--- config.mk ---
export PLATFORM = sky130hd
export DESIGN_NAME = rsst_acc
export DESIGN_NICKNAME = d
export VERILOG_FILES = /design/src/rtl/core/rsst_pkg.sv /design/src/rtl/core/rsst_acc.sv
export SDC_FILE = /design/constraint.sdc
export NUM_CORES = 1
export LEC_CHECK = 0
export BUFFER_PORTS_ARGS = -buffer_cell sky130_fd_sc_hd__buf_4
export CAP_MARGIN = 25
export CORE_AREA = 2 2 88 90
export DETAILED_ROUTE_END_ITERATION = 10
export DIE_AREA = 0 0 90 92
export PLACE_DENSITY = 0.95
export SYNTH_ARGS = -nofsm -noshare
export SYNTH_HDL_FRONTEND = slang
export SYNTH_SLANG_ARGS = --single-unit
--- constraint.sdc ---
create_clock -name clk -period 7.4 [get_ports clk]
set_clock_uncertainty 0.15 [all_clocks]
set_input_delay 0.74 -clock clk [delete_from_list [all_inputs] [get_ports clk]]
set_output_delay 0.74 -clock clk [all_outputs]
set_load 0.02 [all_outputs]
--- src/rtl/core/rsst_pkg.sv ---
`timescale 1ns / 1ps
package rsst_pkg;

  localparam int MAX_LEAVES = 1024;
  localparam int NODE_DEPTH = 2 * MAX_LEAVES;
  localparam int NODE_AW    = $clog2(NODE_DEPTH);
  // leaf count register and range end need one bit above the index (0..2047)
  localparam int LEAF_W     = NODE_AW;
  localparam int IDX_W      = $clog2(MAX_LEAVES);
  localparam int DATA_W     = 32;

  localparam logic CMD_SET   = 1'b0;
  localparam logic CMD_QUERY = 1'b1;

  typedef struct packed {
    logic load;
    logic add;
  } acc_ctrl_t;

endpackage

--- src/rtl/core/rsst_acc.sv ---
`timescale 1ns / 1ps
// shared three-input adder with its accumulator
module rsst_acc (
  input  logic                        clk,
  input  rsst_pkg::acc_ctrl_t         ctrl,
  input  logic [rsst_pkg::DATA_W-1:0] load_val,
  input  logic [rsst_pkg::DATA_W-1:0] opnd_a,
  input  logic [rsst_pkg::DATA_W-1:0] opnd_b,
  output logic [rsst_pkg::DATA_W-1:0] sum,
  output logic [rsst_pkg::DATA_W-1:0] acc
);

  assign sum = acc + opnd_a + opnd_b;

  always_ff @(posedge clk) begin
    if (ctrl.load) begin
      acc <= load_val;
    end else if (ctrl.add) begin
      acc <= sum;
    end
  end

endmodule

==> results of run 1 <==
[critical path, stage by stage]
cell       delay, ns
buf_4           0.11
fa_1            0.48
ha_1            0.24
fa_1            0.45
a211oi_1        0.26
nor2_1          0.13
o211ai_1        0.29
o21ai_1         0.16
o2111ai_1       0.32
and3_1          0.24
nor2_1          0.05
buf_4           0.16
[worst max-delay path by stage]
stage / endpoint / slack [ns] / depth (start not counted)
final: sum[25] / 2.87 / 12
after global routing: sum[25] / 2.65 / 12
after CTS: sum[25] / 2.87 / 12
after detailed placement: sum[25] / 2.90 / 12
after global placement: sum[31] / 2.96 / 12
after floorplan: sum[25] / 3.31 / 10
[routing by layer]
layer,wire (um),GRT usage (%)
met1,4360,31.9
met2,5300,46.1
met3,671,5.01
met4,144,5.77
met5,0,0
[final cells by class]
| class | instances | area, sq um |
|---|---|---|
| multi-input combinational | 317 | 2710 |
| fill | 554 | 2260 |
| timing repair buffer | 163 | 1240 |
| sequential | 32 | 961 |
| tap | 102 | 128 |
| clock buffer | 5 | 68.8 |
| inverter | 14 | 52.6 |
| clock inverter | 3 | 37.5 |
[cells in the mapped netlist (all sizes together), types with 2 or more instances]
cell,count,area share [%]
inv,13,1.3
a31oi,5,0.83
nand2b,2,0.33
nand4,6,1.2
o31ai,4,0.93
o221ai,2,0.47
nor3,6,0.80
o21ai,23,3.2
o211ai,6,1.3
fa,32,17
xor2,13,3.0
a21oi,31,4.3
buf,3,0.43
ha,30,10
or3,3,0.50
clkbuf,8,0.80
mux2,21,6.3
o21bai,2,0.40
edfxtp,32,26
and2,3,0.50
a211oi,4,0.80
a2111oi,3,1.4
nand2,44,4.4
o2111ai,2,0.47
and3,4,0.66
a21o,18,3.6
xnor2,13,3.0
o21a,6,1.2
nor2,20,2.0
[logic make-up after synthesis]
logic type | after synthesis | share of synthesized area (%)
fa+ha+maj | 62 | 27.0
flops | 32 | 25.5
mux | 22 | 6.54
buf+inv | 25 | 2.62
simple gates | 94 | 11.4
compound gates | 113 | 20.9
xor+xnor | 26 | 6.04
[per-stage QoR]
| step | cell area [sq um] | utilization [%] | cells |
|---|---|---|---|
| 2_1_floorplan | 3770 | - | 374 |
| 3_3_place_gp | 5060 | 68.0 | 627 |
| 3_5_place_dp | 5060 | 68.0 | 627 |
| 4_1_cts | 5170 | 69.4 | 635 |
| 5_1_grt | 5190 | 69.7 | 636 |
| 6_report | 5190 | 69.7 | 636 |
==> run metrics, run 1 <==
most frequent cells in the layout buf_4, nand2_1, fa_1, edfxtp_1, ha_1; core area 0.00745 sq mm; share of layout cells above drive strength 1 37.6%; max reg flops 32; arrival time at the worst endpoint 3.64 ns; Post-synth EDFFs 32; H-Tree Depth 2; pin count of the biggest net entering global routing 33; num ports 163; Reg2Reg Depth 10; Hold Buf Count CTS 0; worst min-delay path category input port to flop; Hold Path Depth 3; Slew Limit Fails 0; # nets final 694; final worst path period share 61.2%; hold_sp load_val[8]; Port-buffer cells 162; Die Y 92 um; routed len/inst 16.5 um; synth unique cells 55; post-CTS sizing 0; ys flop type edfxtp_1; mapped cell area 0.00377 sq mm; Worst EP required 6.51 ns; Std-Cell Rows 32; CTS Buffer Depth 2; Die Area 0.00828 sq mm; synthesis-stage register bit count 32; Clock Sinks 32; Overall Global Routing Usage 25.6%; Worst-Skew Late Latency 0.29 ns; commonest non-fill, non-tap cell in the layout buf_4; Async SR Flop Fraction 0%; area delta synth->final 37.8%; global-route wire length before repair 17,500 um; vias in the first global route 3,785; Final Hold Fails 0; Critical R2R Launch acc[1]; Initial DRC Count 142; postcts setup bufs 0; antenna violations before repair 0; TritonRoute pass-1 iters 4; Routed Antenna Nets 0; maximum clock frequency 0.221 GHz; wirelength, routed 10,500 um; CP startpoint opnd_a[1]; status completed; detailed placer's ending HPWL 8750 um; Max transition margin 45.0%; Final Setup Violations 0; Syn Nets 535; global route overflow 0; min Tclk post-route 4.53 ns; ant diodes 0; TritonCTS clock tree yes; RSZ-0062 raised after global routing no; setup TNS 0 ns; Reg2Reg Capture Point acc[31]; critical path startpoint category input port; Worst-path clk slew 0.08 ns; root buf cell clkbuf_8; hold slack 0.564 ns; biggest regs acc (32); Post-Syn Instances 374; gpl congestion 0.894; Die X 90 um; routed via count 3,546; nature of the critical path endpoint primary output; classification of the worst setup path input port to primary output; R2R setup slack 3.80 ns; Avg Inst Size Synth 10.1 sq um; yosys warns 0; worst setup margin 2.87 ns; Max-cap violations 0; Starting Density 50.6%; worst-path fanout max 5; Most flops, register acc; Hold EP acc[8]; TritonCTS Buffers 5; vias per cell 5.58; Worst Max-Slew Pin Slew 0.825 ns; DRC Markers 0; Place WS 2.90 ns; Seq/Total Area, Yosys 25.5%
Power of run 1 is left out: the tool's default activity adds up to more than one toggle a clock period on the data nets, which glitch-free logic cannot reach.
==> run 2: changes to the inputs <==
CORE_AREA = 2 2 91 93   (was 2 2 88 90)
DIE_AREA = 0 0 93 95   (was 0 0 90 92)
PLACE_DENSITY = 0.91   (was 0.95)
clock period = 4.3 ns   (was 7.4 ns; I/O delays follow)
==> run 2 against run 1 <==
Sequential share of layout area about the same; clock-buffer cell count unchanged; utilization shrank 4.2 points; non-clock buffer count is the same; critical endpoint is now sum[31].
==> run metrics, run 2 (synthesis results as in run 1) <==
Worst-path clk slew 0.08 ns (about the same); worst min-delay path category input port to flop; classification of the worst setup path flop to primary output; H-Tree Depth 2 (unchanged); area delta synth->final 37.9% (about the same); gpl congestion 0.909 (+1.6%); min Tclk post-route 4.03 ns; Worst EP required 3.72 ns (-2.79 ns); TritonCTS clock tree yes; worst-path fanout max 5 (unchanged); Hold Buf Count CTS 0 (unchanged); vias per cell 5.46 (-2.0%); pin count of the biggest net entering global routing 33 (unchanged); Die Area 0.00884 sq mm (+6.7%); antenna violations before repair 0 (unchanged); CTS Buffer Depth 2 (unchanged); critical path startpoint category flop; DRC Markers 0 (unchanged); worst setup margin 0.266 ns (-2.60 ns); core area 0.00793 sq mm (+6.5%); share of layout cells above drive strength 1 38.0% (+0.37 points); routed len/inst 16.6 um (+0.56%); vias in the first global route 3,774 (-0.29%); Die Y 95 um (+3.3%); Worst Max-Slew Pin Slew 0.811 ns (-0.0142 ns); nature of the critical path endpoint primary output; post-CTS sizing 0 (unchanged); global-route wire length before repair 17,200 um (-1.7%); Worst-Skew Late Latency 0.29 ns (about the same); Max transition margin 45.9% (+0.94 points); RSZ-0062 raised after global routing no; max reg flops 32 (unchanged); wirelength, routed 10,600 um (+1.0%); global route overflow 0 (unchanged); root buf cell clkbuf_8; num ports 163 (unchanged); Final Hold Fails 0 (unchanged); TritonCTS Buffers 5 (unchanged); ant diodes 0 (unchanged); postcts setup bufs 0 (unchanged); Initial DRC Count 189 (+33%); Starting Density 47.5% (-3.1 points); detailed placer's ending HPWL 8730 um (-0.25%); Place WS 0.446 ns (-2.45 ns); Slew Limit Fails 0 (unchanged); biggest regs acc (32); Most flops, register acc; final worst path period share 93.8%; Final Util 65.5% (-4.2 points); Die X 93 um (+3.3%); arrival time at the worst endpoint 3.45 ns (-0.19 ns); Clock Sinks 32 (unchanged); Routed Antenna Nets 0 (unchanged); maximum clock frequency 0.248 GHz; # nets final 694 (unchanged); routed via count 3,491 (-1.6%); Overall Global Routing Usage 24.3% (-1.3 points); Fillers 646 (+17%); Std-Cell Rows 33 (+3.1%); status completed; hold slack 0.263 ns (-0.300 ns); Port-buffer cells 162 (unchanged); setup TNS 0 ns (unchanged); Max-cap violations 0 (unchanged); commonest non-fill, non-tap cell in the layout buf_4; most frequent cells in the layout buf_4, nand2_1, fa_1, edfxtp_1, ha_1; Final Setup Violations 0 (unchanged); TritonRoute pass-1 iters 4 (unchanged)
==> run 2: layout make-up <==
cell class | count | area (sq um) | area share, %
Clock buffer | 5 | 68.8 | 1.32
Clock inverter | 3 | 42.5 | 0.819
Inverter | 14 | 52.6 | 1.01
Multi-Input combinational cell | 317 | 2710 | 52.1
Sequential cell | 32 | 961 | 18.5
Tap cell | 105 | 131 | 2.53
Timing Repair Buffer | 163 | 1230 | 23.7
==> run 2: final timing paths <==
path               startpoint      end  slack, ns  cells past startpoint
setup / recovery       acc[1]  sum[31]       0.27                     11
hold / removal    load_val[4]   acc[4]       0.26                      3
setup reg to reg       acc[1]  acc[31]       0.72                     10
hold reg to reg        acc[1]   acc[1]       0.80                      3
==> run 2: critical path, cell delays in order (launching register included) <==
cell and delay [ns]:
edfxtp_1 0.42, fa_1 0.45, ha_1 0.24, fa_1 0.44, a211oi_1 0.26, nor2_1 0.14
o211a_1 0.27, a21boi_2 0.29, o21ai_1 0.17, a21oi_1 0.18, xnor2_1 0.14, buf_4 0.16
==> run 2: stage by stage <==
stage | instance area (sq um) | cells
detailed placement | 5070 | 630
CTS | 5180 | 638
global route | 5190 | 639
floorplan | 3770 | 374
global placement | 5070 | 630
finish | 5190 | 639
==> run 2: layer usage <==
layer / track usage [%] / share of wire [%] / vias to the layer above
met2: 44.4 / 52 / 125
met3: 4.47 / 6.6 / 8
met5: 0 / 0 / -
met1: 29.3 / 40 / 1652
met4: 6.62 / 0.89 / 0
li1: - / - / 1706
Power of run 2 is left out for the same reason.
