==> config.mk <==
export PLATFORM = sky130hd
export DESIGN_NAME = rsst_seq
export DESIGN_NICKNAME = d
export VERILOG_FILES = /design/src/rtl/core/rsst_pkg.sv /design/src/rtl/core/rsst_seq.sv
export SDC_FILE = /design/constraint.sdc
export NUM_CORES = 1
export LEC_CHECK = 0
export BUFFER_PORTS_ARGS = -buffer_cell sky130_fd_sc_hd__buf_2
export CAP_MARGIN = 5
export CELL_PAD_IN_SITES_DETAIL_PLACEMENT = 2
export CELL_PAD_IN_SITES_GLOBAL_PLACEMENT = 2
export CORE_ASPECT_RATIO = 0.75
export CORE_MARGIN = 1.5
export CORE_UTILIZATION = 26
export DETAILED_ROUTE_END_ITERATION = 10
export GPL_TIMING_DRIVEN = 0
export HOLD_SLACK_MARGIN = 0.06
export PLACE_DENSITY_LB_ADDON = 0.05
export SYNTH_ARGS = -nofsm -noshare
export SYNTH_HDL_FRONTEND = slang
export SYNTH_SLANG_ARGS = --single-unit
==> constraint.sdc <==
create_clock -name clk -period 5.5 [get_ports clk]
set_input_delay 0.825 -clock clk [delete_from_list [all_inputs] [get_ports clk]]
set_output_delay 0.825 -clock clk [all_outputs]
set_load 0.02 [all_outputs]
==> src/rtl/core/rsst_pkg.sv <==
`timescale 1ns / 1ps
package rsst_pkg;

  localparam int MAX_LEAVES = 1024;
  localparam int NODE_DEPTH = 2 * MAX_LEAVES;
  localparam int NODE_AW    = $clog2(NODE_DEPTH);
  // leaf count register and range end need one bit above the index (0..2047)
  localparam int LEAF_W     = NODE_AW;
  localparam int IDX_W      = $clog2(MAX_LEAVES);
  localparam int DATA_W     = 32;

  localparam logic CMD_SET   = 1'b0;
  localparam logic CMD_QUERY = 1'b1;

  typedef struct packed {
    logic load;
    logic add;
  } acc_ctrl_t;

endpackage

==> src/rtl/core/rsst_seq.sv <==
`timescale 1ns / 1ps
module rsst_seq (
  input  logic                         clk,
  input  logic                         rst,
  input  logic [rsst_pkg::LEAF_W-1:0]  leaves,
  input  logic                         req_valid,
  output logic                         req_ready,
  input  logic                         req_cmd,
  input  logic [rsst_pkg::IDX_W-1:0]   req_index,
  input  logic [rsst_pkg::LEAF_W-1:0]  req_end,
  input  logic [rsst_pkg::DATA_W-1:0]  req_value,
  output logic                         wr_en,
  output logic [rsst_pkg::NODE_AW-1:0] wr_addr,
  output logic [rsst_pkg::DATA_W-1:0]  wr_data,
  output logic [rsst_pkg::NODE_AW-1:0] rd_addr_a,
  input  logic [rsst_pkg::DATA_W-1:0]  rd_data_a,
  output logic [rsst_pkg::NODE_AW-1:0] rd_addr_b,
  input  logic [rsst_pkg::DATA_W-1:0]  rd_data_b,
  output rsst_pkg::acc_ctrl_t          acc_ctrl,
  output logic [rsst_pkg::DATA_W-1:0]  acc_load,
  output logic [rsst_pkg::DATA_W-1:0]  acc_a,
  output logic [rsst_pkg::DATA_W-1:0]  acc_b,
  input  logic [rsst_pkg::DATA_W-1:0]  acc_sum,
  output logic                         res_valid,
  input  logic                         res_ready
);

  localparam logic [2:0] ST_CLEAR = 3'd0;
  localparam logic [2:0] ST_IDLE  = 3'd1;
  localparam logic [2:0] ST_LEAF  = 3'd2;
  localparam logic [2:0] ST_SET   = 3'd3;
  localparam logic [2:0] ST_QRY   = 3'd4;
  localparam logic [2:0] ST_DONE  = 3'd5;

  localparam int AW = rsst_pkg::NODE_AW;

  logic [2:0]    state;
  logic [AW-1:0] clr_addr;
  logic [AW-1:0] p;
  logic [AW:0]   lo;
  logic [AW:0]   hi;
  logic          pend;
  logic          ma;
  logic          mb;
  logic [rsst_pkg::DATA_W-1:0] val_q;

  logic [AW-1:0]   parent;
  logic [AW-1:0]   stop;
  logic [AW-1:0]   idx_ext;
  logic            lo_lt_hi;
  logic            accept;

  assign parent   = p >> 1;
  assign idx_ext  = AW'(req_index);
  assign stop     = (req_end > leaves) ? leaves : req_end;
  assign lo_lt_hi = lo < hi;
  assign accept   = req_valid && req_ready;

  assign req_ready = state == ST_IDLE;
  assign res_valid = state == ST_DONE;

  always_ff @(posedge clk) begin
    if (rst) begin
      state    <= ST_CLEAR;
      clr_addr <= '0;
      pend     <= 1'b0;
    end else begin
      unique case (state)
        ST_CLEAR: begin
          clr_addr <= clr_addr + AW'(1);
          if (clr_addr == AW'(rsst_pkg::NODE_DEPTH - 1)) begin
            state <= ST_IDLE;
          end
        end
        ST_IDLE: begin
          if (accept) begin
            if (req_cmd == rsst_pkg::CMD_SET) begin
              // out-of-range set is dropped
              if (idx_ext < leaves) begin
                state <= ST_LEAF;
              end
            end else if (idx_ext < stop) begin
              pend  <= 1'b0;
              state <= ST_QRY;
            end else begin
              state <= ST_DONE;
            end
          end
        end
        ST_LEAF: begin
          if (p > AW'(1)) begin
            state <= ST_SET;
          end else begin
            state <= ST_IDLE;
          end
        end
        ST_SET: begin
          if (parent <= AW'(1)) begin
            state <= ST_IDLE;
          end
        end
        ST_QRY: begin
          pend <= lo_lt_hi;
          if (!lo_lt_hi && !pend) begin
            state <= ST_DONE;
          end
        end
        ST_DONE: begin
          if (res_ready) begin
            state <= ST_IDLE;
          end
        end
        default: state <= ST_IDLE;
      endcase
    end
  end

  // index / border registers
  always_ff @(posedge clk) begin
    if (state == ST_IDLE && accept) begin
      p     <= idx_ext + leaves;
      lo    <= {1'b0, idx_ext} + {1'b0, leaves};
      hi    <= {1'b0, stop} + {1'b0, leaves};
      val_q <= req_value;
    end else if (state == ST_SET) begin
      p <= parent;
    end else if (state == ST_QRY && lo_lt_hi) begin
      ma <= lo[0];
      mb <= hi[0];
      lo <= (lo + (AW + 1)'(lo[0])) >> 1;
      hi <= hi >> 1;
    end
  end

  always_comb begin
    wr_en   = 1'b0;
    wr_addr = clr_addr;
    wr_data = '0;
    unique case (state)
      ST_CLEAR: wr_en = 1'b1;
      ST_LEAF: begin
        wr_en   = 1'b1;
        wr_addr = p;
        wr_data = val_q;
      end
      ST_SET: begin
        wr_en   = 1'b1;
        wr_addr = parent;
        wr_data = acc_sum;
      end
      default: wr_en = 1'b0;
    endcase
  end

  always_comb begin
    rd_addr_a = lo[AW-1:0];
    if (state == ST_LEAF) begin
      rd_addr_a = p ^ AW'(1);
    end else if (state == ST_SET) begin
      rd_addr_a = parent ^ AW'(1);
    end
    rd_addr_b = AW'(hi - (AW + 1)'(1));
  end

  always_comb begin
    acc_ctrl.load = (state == ST_LEAF) ||
                    (state == ST_IDLE && accept && req_cmd == rsst_pkg::CMD_QUERY);
    acc_ctrl.add  = (state == ST_SET) || (state == ST_QRY && pend);
    acc_load      = (state == ST_LEAF) ? val_q : '0;
    acc_a         = '0;
    acc_b         = '0;
    if (state == ST_SET) begin
      acc_a = rd_data_a;
    end else begin
      if (ma) acc_a = rd_data_a;
      if (mb) acc_b = rd_data_b;
    end
  end

`ifndef NO_ASSERTIONS
  a_clear_writes_zero: assert property (@(posedge clk) disable iff (rst)
    state == ST_CLEAR |-> wr_en && wr_data == '0)
    else $error("clear pass not writing zero");

  a_borders_ordered: assert property (@(posedge clk) disable iff (rst)
    state == ST_QRY |-> lo <= hi)
    else $error("query borders crossed");

  a_set_above_root: assert property (@(posedge clk) disable iff (rst)
    state == ST_SET |-> p > AW'(1))
    else $error("set walk past root");

  a_acc_ctrl_excl: assert property (@(posedge clk) disable iff (rst)
    !(acc_ctrl.load && acc_ctrl.add))
    else $error("accumulator load and add together");

  a_no_write_in_query: assert property (@(posedge clk) disable iff (rst)
    (state == ST_QRY || state == ST_DONE || state == ST_IDLE) |-> !wr_en)
    else $error("node write outside set or clear");
`endif

endmodule

==> results.md, run 1 <==
- Synth Cell Area: between 6000 and 7000 um^2
- Detailed Place HPWL: about 24000 um
- Synth top area share: 29.69%
- Peak VDD IR: roughly 150 uV
- CP Launch Type: input pin
- Skew final: roughly 0.012 ns
- Slowest stage delay, CP: 0.46 ns
- Post-Syn Instances: 789
- Die area: 27840 um^2
- Critical path's slowest cell: a222oi_1
- Flops & latches, synth: 84
- Drt wl/cell: 19.22 um
- Worst-path fanout max: 4
- Hold depth: 2
- CP Cell Sequence: buf_2 -> inv_1 -> ha_1 -> a211oi_1 -> nor2_1 -> or3_1 -> a22o_1 -> a222oi_1 -> ha_1 -> inv_1 -> fa_1 -> nor2b_1 -> o21a_1 -> o21ai_1 -> a21oi_1 -> o211a_1 -> o21ai_0 -> a31o_1
- Synth Flop Type: edfxtp_1
- Max clock buf depth: 2
- Core Area: 26160 um^2
- Synth top area cells: edfxtp_1 30%, ha_1 12%, mux2i_1 5.9%
- Initial Util: 26.67%
- First-pass GRT wire length: 43080 um
- Post-synth cell types: 56
- Yosys warning total: 0
- Hold Path Class: flop to flop
- Hold Crit Start: clr_addr[7]
- Post-Syn Area per Cell: about 8.8 um^2
- Area leader, netlist: edfxtp_1
- ANT nets after route: 0
- Relative slew slack: 26.28%
- Io pins: approximately 330
- CP required: 5.60 ns
- Status: complete, no violations
- Standard-cell rows: 51
- Gp weighted congestion: roughly 0.76
- CTS root buffer: clkbuf_16
- Post-layout min period: 4.506 ns
- Final net count: 1362
- Port Buf Inserts: 329
- Filler instances: 3090
- Sequential element share of the synthesized area: 34.00%
- DRT Wirelength: 28460 um
- DRC viols: 0
- Peak Freq: 221.9 MHz
- Worst reg2reg path depth: 6
- Final setup margin: 0.9944 ns
- Detailed-route vias per instance: 4.785
- Total CTS buffers: 9
- Number of enable flip-flop cells after synthesis: 69
- Final Max Slew Viols: 0
- Top post-synthesis cells by count: 103 x nor2_1, 69 x edfxtp_1, 65 x ha_1
- Worst r2r src: lo[9]
- Setup TNS: 0 ns
- Die height: 144.9 um
- CP Class: input pin to flop
- Vias in the first global route: 7463
- Syn Nets: 1021
- Largest net degree at the start of global routing: 29
- Crit Reg-Reg Endpoint: lo[4]
- Initial antenna violation count: 2
- TritonRoute pass-1 iters: 4
- Vias: about 7000
- Count of final hold-check violations: 0
- Share of cells above drive strength 1: 33.48%
- Setup Viol. Count Final: 0
- Worst slack, placed: 0.5432 ns
- Max-cap violation count: 0
- Cts hold-fix bufs: 0
- H-Tree Depth: 3
- Post-CTS setup buffer count: 0
- Worst path arrival time: about 4.6 ns
- Pleak: about 0.0045 uW
- CTS tree: yes
- R2R setup slack: 2.24 ns
- RSZ-0062 raised after global routing: no
- PD cells: 174.0 nW/um^2
- Most frequent cell after synthesis: nor2_1
- Critical Path Sink Type: flop
- Global Route Usage Sum: 20.27%
- Overflow after GRT: 0
- Post-CTS resize count: 0
- Initial drt markers: 294
- Clock Sink Count: 84
- Fin crit share: between 80% and 90%
- Clock-pin slew on the worst setup and hold paths: 0.07 ns
- Actual slew at the worst max-slew pin: 1.103 ns
- Clock Latency Late Sink: 0.35 ns
- Layout Area Growth over Synthesis: 33.98%
- Die width: 192.2 um
- Min-Delay Endpoint: clr_addr[7]
- Ys async rst share: 0%
[area by class of cell]
cell class | instances | area [um^2] | share of cell area [%]
Sequential cell | 84 | 2372 | 25.37
Multi-Input combinational cell | 624 | 4297 | 45.96
Buffer | 34 | 133.9 | 1.432
Timing Repair Buffer | 330 | 1667 | 17.83
Inverter | 47 | 176.4 | 1.887
Clock inverter | 6 | 38.79 | 0.4149
Clock buffer | 10 | 229.0 | 2.449
Antenna cell | 2 | 5.005 | 0.05353
Tap cell | 344 | 430.4 | 4.604
[layout by cell type (no fill, tap or decap), types with 6 or more instances in the layout]
master     Yosys  routed
xor2_1        14      14
a21o_1         6       6
nor3_1        12      12
nand2_1       64      64
buf_2          4     333
and2_1        32      32
nor2_1       103     103
mux2_2        10      10
a211oi_1       6       6
mux2i_1       41      41
edfxtp_1      69      69
o21ai_1        6       6
clkbuf_16      0       9
ha_1          65      65
clkbuf_1      25      25
and3_1        40      40
o211ai_1       6       6
inv_2         12      12
inv_1         35      35
nand3_1       11      11
a21oi_1       34      34
o21ai_0       23      23
or3_1          8       8
nand4_1        7       7
xnor2_1       26      26
o21a_1        24      24
dfxtp_1       15      15
nor2b_1       37      37
[through the flow]
step                      util [%]  hold WS [ns]  total power (uW)  instance area (um^2)  std cells
final                        35.73        0.5105              1627                  9349       1481
after global routing         35.72        0.5557              1706                  9346       1480
after CTS                    35.72        0.5127              1647                  9344       1479
after detailed placement     34.69        0.5004              1063                  9076       1463
after global placement       34.61        0.4937              1056                  9055       1462
after floorplan                  -        0.4663             906.7                  6978        789
[metal layers]
metal	wire [um]	GRT usage [%]	part of all wire [%]
met5	0	0	0
met4	326	3.631	1.1
met3	1808	4.244	6.4
met2	12840	33.72	45
met1	13480	27.28	47
[critical path, delay by kind of cell]
kind,cells,cell delay (ns)
buffers and inverters,3,0.30
AO/OA/AOI/OAI,9,1.90
AND/OR/NAND/NOR,3,0.57
adder cells (fa/ha/maj),3,1.02
[where the power goes]
part,internal [uW],switching (uW),leakage (uW)
logic,159,201,0.00360
clock network,306,276,0.000120
registers,683,2.88,0.000735
total,1150,479,0.00446
[registers in the layout, summed over array words and instances (netlist names)]
name	count
val_q	32
hi	12
lo	12
clr_addr	11
p	11
state	3
ma	1
mb	1
pend	1
[how the worst max path moves through the flow]
| stage | startpoint | end | slack, ns | depth (start not counted) |
|---|---|---|---|---|
| after floorplan | leaves[4] | hi[10] | 1.31 | 16 |
| after global placement | leaves[1] | hi[10] | 0.57 | 18 |
| final | leaves[4] | hi[10] | 0.99 | 18 |
| after CTS | leaves[2] | hi[10] | 0.90 | 18 |
| after detailed placement | leaves[2] | hi[10] | 0.54 | 18 |
| after global routing | leaves[4] | hi[10] | 0.62 | 18 |
[cell families (layout without fill, tap and decap cells)]
| group | Yosys count | after routing | synth area share, % |
|---|---|---|---|
| DFF | 84 | 84 | 34.00 |
| xor gates and xnor gates | 40 | 40 | 5.021 |
| and+or+nand+nor | 329 | 329 | 23.40 |
| adders and majority gates | 67 | 67 | 12.23 |
| AOI/OAI and AO/OA | 137 | 137 | 13.43 |
| buffers and inverters | 81 | 427 | 4.429 |
| other | 0 | 2 | 0 |
| muxes | 51 | 51 | 7.495 |
Power figures use the tool's default switching activity.
==> inputs of run 2 (changes only) <==
==> constraint.sdc (replaced) <==
create_clock -name clk -period 4.6 [get_ports clk]
set_input_delay 0.69 -clock clk [delete_from_list [all_inputs] [get_ports clk]]
set_output_delay 0.69 -clock clk [all_outputs]
set_load 0.02 [all_outputs]
==> run 2 against run 1 <==
  * Hold slack hardly changed
  * Setup slack worse by 0.70 ns
  * Sequential cell count stayed put
  * Cell count hardly changed
  * First-iteration DRC count stayed put
  * Clock power is 19% higher
  * Clock skew hardly changed
  * Highest routed layer unchanged
==> results.md, run 2 (synthesized netlist as in run 1, its figures left out) <==
- Status: complete, no violations
- Layout Area Growth over Synthesis: 34.09%
- Post-layout min period: 4.306 ns
- Worst path arrival time: 4.41 ns
- Die width: 192.2 um
- Max-cap violation count: 0
- Critical Path Sink Type: flop
- Worst r2r src: lo[9]
- Vias: 7098
- Commonest non-fill, non-tap cell in the layout: buf_2
- First-pass GRT wire length: 43080 um
- CTS tree: yes
- Initial Util: 26.67%
- DRT Wirelength: around 28000 um
- Hold Path Class: flop to flop
- Skew final: 0.01225 ns
- Placed cell area: 9076 um^2
- Largest net degree at the start of global routing: 29
- RSZ-0062 raised after global routing: no
- Largest register FFs: 32
- Top flop regs: val_q: 32 flops, hi: 12 flops, lo: 12 flops
- Post-CTS resize count: 0
- Total CTS buffers: 9
- Final Hold Slack: 0.5104 ns
- Pleak: 0.004467 uW
- DRC viols: 0
- Final Max Slew Viols: 0
- TritonRoute pass-1 iters: 5
- Non-filler cells, final: 1482
- Crit. Startpoint: leaves[6]
- Fin crit share: a little over nine tenths
- Max clock buf depth: 2
- Register area: 2372 um^2
- Initial antenna violation count: 2
- CP Cell Sequence: buf_2 -> inv_1 -> ha_1 -> nand4_1 -> a21oi_1 -> or3_1 -> a21oi_2 -> a21oi_2 -> mux2_2 -> ha_1 -> nor2b_1 -> o21a_1 -> o21ai_1 -> a21oi_1 -> o211a_1 -> or3_1 -> a31o_1
- Pwr Total: slightly below 2000 uW
- CP Launch Type: input pin
- Drt wl/cell: roughly 19 um
- Actual slew at the worst max-slew pin: 1.104 ns
- Peak VDD IR: 181.4 uV
- Vias in the first global route: between 7000 and 8000
- Worst reg2reg path depth: 6
- Worst-path fanout max: 9
- Relative slew slack: 26.25%
- Filler instances: just over 3000
- Final setup margin: 0.2938 ns
- Setup Viol. Count Final: 0
- PD cells: 208.0 nW/um^2
- Reg with most FFs: val_q
- Critical path's slowest cell: a21oi_2
- Gp weighted congestion: 0.7625
- CP Class: input pin to flop
- Count of final hold-check violations: 0
- Standard-cell rows: 51
- Placed Instances: between 1000 and 1500
- H-Tree Depth: 3
- Peak Freq: 232.2 MHz
- Detailed Place HPWL: 24020 um
- Die height: between 100 and 150 um
- Post-route cell area: a little over 9000 um^2
- Clock Latency Late Sink: 0.35 ns
- Worst slack, placed: -0.2218 ns
- Core Area: 26160 um^2
- Footprint of the multi-input gates: 4297 um^2
- Clock-pin slew on the worst setup and hold paths: 0.07 ns
- Initial drt markers: 294
- Global Route Usage Sum: 20.27%
- Clock Sink Count: 84
- Share of cells above drive strength 1: 33.54%
- Io pins: 331
- Final net count: ~1400
- ANT nets after route: 0
- Die area: 27840 um^2
- CP required: 4.70 ns
- Commonest cells after routing, fill and taps aside: 333 x buf_2, 103 x nor2_1, 69 x edfxtp_1
- Detailed-route vias per instance: 4.789
- CTS root buffer: clkbuf_16
- Slowest stage delay, CP: around 0.44 ns
- Port Buf Inserts: between 300 and 400
- Overflow after GRT: 0
- Hold depth: 2
- Hold Crit Start: clr_addr[7]
[run 2: changes by cell type in the layout (fill, tap and decap cells not counted)]
cell   delta
buf_4     +1
[run 2: metal layers]
| layer | GRT usage (%) | vias to the layer above | share of wire (%) |
|---|---|---|---|
| met3 | 4.244 | 20 | 6.7 |
| met1 | 27.28 | 3389 | 47 |
| met5 | 0 | - | 0 |
| met2 | 33.72 | 219 | 45 |
| li1 | - | 3470 | - |
| met4 | 3.631 | 0 | 1.1 |
[run 2: report_power, final]
group	internal [uW]	leakage, uW	switching [uW]
combinational	191	0.00361	240
sequential	817	0.000740	3.45
clock	365	0.000120	329
[run 2: timing repair]
action                     4_1_cts  5_1_grt
setup endpoints to repair        0        2
buffers inserted                 0        1
hold buffers                     0        0
hold endpoints to repair         0        0
[run 2: area by class of cell]
type / count / area share, %
multi-input cells: 624 / 45.92
inverters: 47 / 1.886
repair buffers: 331 / 17.89
well taps: 344 / 4.600
flip-flops and latches: 84 / 25.35
diodes: 2 / 0.05349
clock inverters: 6 / 0.4145
clock buffers: 10 / 2.447
plain buffers: 34 / 1.431
[run 2: path summary, 6_finish.rpt]
| check | slack [ns] | endpoint |
|---|---|---|
| setup / recovery | 0.29 | hi[10] |
| hold / removal | 0.51 | clr_addr[7] |
| setup reg to reg | 1.34 | hi[4] |
| hold reg to reg | 0.51 | clr_addr[7] |
[run 2: critical path, delay by kind of cell]
| kind | cells | cell delay, ns |
|---|---|---|
| and+or+nand+nor | 4 | 0.74 |
| adders and majority gates | 2 | 0.62 |
| AOI/OAI and AO/OA | 8 | 1.64 |
| muxes | 1 | 0.44 |
| buffers and inverters | 2 | 0.26 |
[run 2: stage by stage]
step / setup TNS [ns] / util [%]
after detailed placement: -0.3191 / 34.69
after floorplan: 0 / -
after global placement: -0.2718 / 34.61
after global routing: 0 / 35.75
after CTS: 0 / 35.72
final: 0 / 35.76
